$ cat config.mk
export PLATFORM = sky130hd
export DESIGN_NAME = chm_ram
export DESIGN_NICKNAME = d
export VERILOG_FILES = /design/src/rtl/core/chm_ram.sv
export SDC_FILE = /design/constraint.sdc
export NUM_CORES = 1
export LEC_CHECK = 0
export BUFFER_PORTS_ARGS = -buffer_cell sky130_fd_sc_hd__buf_4
export CORE_ASPECT_RATIO = 1.75
export CORE_UTILIZATION = 40
export DETAILED_ROUTE_END_ITERATION = 10
export GPL_ROUTABILITY_DRIVEN = 0
export SLEW_MARGIN = 20
export SYNTH_ARGS = -nofsm -noshare
export SYNTH_HDL_FRONTEND = slang
export SYNTH_SLANG_ARGS = --single-unit
$ cat constraint.sdc
create_clock -name i_clk -period 4.9 [get_ports i_clk]
set_input_delay 0.735 -clock i_clk [delete_from_list [all_inputs] [get_ports i_clk]]
set_output_delay 0.735 -clock i_clk [all_outputs]
set_load 0.02 [all_outputs]
$ cat src/rtl/core/chm_ram.sv
// Generic simple dual-port RAM: one write port, one registered read port.
// No dependencies.
module chm_ram #(
    parameter int WIDTH = 8,
    parameter int DEPTH = 16
) (
    input  logic                     i_clk,
    input  logic                     i_we,
    input  logic [$clog2(DEPTH)-1:0] i_waddr,
    input  logic [WIDTH-1:0]         i_wdata,
    input  logic                     i_re,
    input  logic [$clog2(DEPTH)-1:0] i_raddr,
    output logic [WIDTH-1:0]         o_rdata
);
    logic [WIDTH-1:0] mem [DEPTH];
    logic [WIDTH-1:0] r_rdata;

    always_ff @(posedge i_clk) begin
        if (i_we) begin
            mem[i_waddr] <= i_wdata;
        end
        if (i_re) begin
            r_rdata <= mem[i_raddr];
        end
    end

    assign o_rdata = r_rdata;
endmodule

Word level (Yosys, flattened, before mapping)
Memories as Yosys holds them, arrays and structs flattened. A register that Yosys moved wholly into a read port is not among the register bits.
Cells that the tools add are included.
Storage, ports and cells
  bits in registers: 0
  bits in writable memories: 128
  output and inout port bits: 8
  word-level logic and storage cells: 3
  memories kept: 1
Operators by class
  multiplexer cells: 2
Memories
  mem: words 16, bits a word 8, read ports 1, clocked after memory_dff 1, write ports 1, line 15  | logic [WIDTH-1:0] mem [DEPTH];
Operators by type and width (number)
  $mux 1: 2

Logic depth before layout (Yosys ltp)
  depth after elaboration: 2
  mapped depth: 5

Worst setup path after synthesis
OpenSTA, ideal clock, no wires.
  path type: input port to flip-flop
  start: input port i_waddr[2]
  end: memory mem[0][0] (enable)
  library setup time: 0.383 ns
  arrival time: 1.845 ns
  setup slack: 2.672 ns
  cell stages on the path: 2
  path buffers: 0
  path through: or3b_2 nor3_1
RTL lines
  from (decl): line 9  | input logic [$clog2(DEPTH)-1:0] i_waddr,
  to (decl): line 15
No word-level cell before the write port.

Worst setup path in the final report
  start: input port i_waddr[2]
  end: memory mem[0][1] (enable)
No word-level cell before the write port.

==> results.yml <==
yosys:
  syn_area_per_cell_sq_um: 22.83
  syn_area_sq_mm: 0.005228
  synth_cells: 229
  yosysTopAreaCell: "edfxtp_1"
  syn_nets: 248
  synth_top_cell_area_share: 0.7812
  ys.flop_type: "edfxtp_1"
  ys_ff_latch: 136
  synth_common_cells: "136 x edfxtp_1, 18 x mux4_2, 16 x a22oi_1"
  synth_warnings: 0
  ys_top_cells_by_area: "edfxtp_1 78%, mux4_2 7.8%, mux4_1 7.0%, a22oi_1 2.3%, nor2_1 0.93%"
  synth_edf_count: 136
  ys_seq_area_frac: 0.7812
  synth_cell_types: 18
  synthArstFlopShare: 0
  synth.most_common_cell: "edfxtp_1"
worst_setup_path:
  critPathLaunch: "i_waddr[2]"
  required_ns: 4.92
  cp_max_fo: 8
  worstSetupPathType: "input pin to flip-flop"
  cp-end-kind: "flip-flop"
  critPathArrivalTime_ns: 2.15
  start_kind: "input pin"
  r2r-start: "mem[0][6]$_DFFE_PP_"
timing:
  rsz0062_at_grt: "no"
  tns_ns: 0
  period_share: 0.4342
  finClkSkew_ns: 0.008129
  max_freq_mhz: 470.1
  setup_violations: 0
  maxSlewHeadroom: 0.3276
  period_minus_slack_ns: 2.127
  hold-worst-slack_ns: 0.6274
  fin_ws_ns: 2.773
  final_hold_viol_count: 0
  tightestPinTransition_ns: 1.001
  maxSlewViolCount: 0
floorplanning:
  fp.dieW_um: 88.42
  initial_core_util: 0.4137
  core_region_area_sq_mm: 0.01263
  std_cell_rows: 54
  pin_count: 27
  die_h_um: 153.2
  dieArea_sq_mm: 0.01355
route:
  wl_met3_um: 494
  wl_per_cell_um: 22.53
  vias_per_cell: 5.424
  drc: 0
  num_vias: 2392
  ant_nets: 0
  wl_met2_mm: 5.370
  wl_met1_mm: 3.559
  initialDrtViolationCount: 192
  highest_layer: "met4"
  dr.pass1.iters: 4
  drt_wl_total_mm: 9.937
cts:
  cts.sinks: 136
  cts_resized: 0
  clk_latency_ns: 0.41
  post_cts.repair.setup_buffers: 0
  htreeDepth: 4
  clk_pin_slew_worst_paths_ns: 0.05
  root_buffer: "clkbuf_16"
  numCtsBuffers: 17
  ctsHoldBuffers: 0
  cts_tree: "done"
  clockBufferDepth: 2
layout:
  multi_input_area_sq_mm: 0.001067
  final_nets: 284
  n_antenna_cell: 0
  fillers: 1057
  seqCellArea_sq_mm: 0.004084
  postLayoutCoreUtil: 0.4776
  syn_to_final_growth_pct: 15.44
  drive_above_1_share: 0.2527
hold_path:
  hp-start: "i_re"
  hold_class: "input pin to flip-flop"
place:
  dp.final_hpwl_mm: 6.476
  pre_cts_slack_ns: 2.346
  io_buffer_count: 26
grt:
  antenna_found_initial: 0
  gr-total-overflow: 0
  grt_pass1_wl_mm: 14.56
  grt_use_total: 0.1636
  grt_pass1_vias: 2578
  grt_max_degree: 33
pwr:
  p_leak_uw: 0.001969
  ir_worst_vdd_v: 0.0002400
  power.density_mw_per_mm2: 409.5
status:
  outcome: "complete, no violations"
flow_run:
  maxCapViolCount: 0
worst max-delay path: stages:
cell and delay, ns:
buf_4 0.12, or3b_2 0.51, nor3_1 0.79
layer usage:
metal	track usage	vias to the layer above
li1	-	1043
met1	0.1747	1220
met2	0.2707	102
met3	0.05346	27
met4	0.1052	0
met5	0	-
stage by stage:
step / total power (uW) / instance area (sq um) / cells
2_1_floorplan: 1413 / 5228 / 229
3_3_place_gp: 1467 / 5564 / 414
3_5_place_dp: 1471 / 5564 / 414
4_1_cts: 2483 / 6035 / 441
5_1_grt: 2538 / 6035 / 441
6_report: 2471 / 6035 / 441
cell usage in the layout (no fill, tap or decap), types with 2 or more instances in the layout:
cell	count
clkbuf_1	2
nor3_1	2
nand3b_1	2
edfxtp_1	136
nor2_1	13
a22oi_1	16
nand2b_1	2
clkinv_1	4
clkbuf_16	17
nor3_2	2
mux4_1	14
clkinv_2	3
buf_4	27
nand2_1	9
mux4_2	18
state kept, by name, indices dropped and copies added, names as in the netlist:
name	count
mem	128
o_rdata	8
cells by family (layout without fill, tap and decap cells):
family	after synthesis	after routing	synth area share
DFF	136	136	0.7812
and+or+nand+nor	35	35	0.03136
muxes	32	32	0.1479
AOI/OAI and AO/OA	16	16	0.02298
buffers and inverters	10	54	0.01651
layout make-up:
| class | instances | area share |
|---|---|---|
| multi-input combinational | 83 | 0.1769 |
| timing repair buffer | 27 | 0.03359 |
| clock buffer | 19 | 0.07174 |
| tap | 168 | 0.03483 |
| sequential | 136 | 0.6768 |
| clock inverter | 8 | 0.006220 |
worst paths after layout:
kind / slack [ns] / depth (start not counted) / end
hold / removal: 0.63 / 1 / o_rdata[7]$_DFFE_PP_
setup reg to reg: 3.39 / 3 / o_rdata[6]$_DFFE_PP_
setup / recovery: 2.77 / 3 / mem[0][1]$_DFFE_PP_
hold reg to reg: 0.75 / 3 / o_rdata[1]$_DFFE_PP_
report_power, final:
| part | leakage, uW | switching, uW | total, uW | internal, uW |
|---|---|---|---|---|
| clock network | 0.000230 | 407 | 1030 | 618 |
| logic | 0.000503 | 74.2 | 127 | 52.6 |
| registers | 0.00124 | 6.41 | 1320 | 1310 |
| total | 0.00197 | 487 | 2470 | 1980 |
Note: power is estimated with default switching activity, not from simulation.
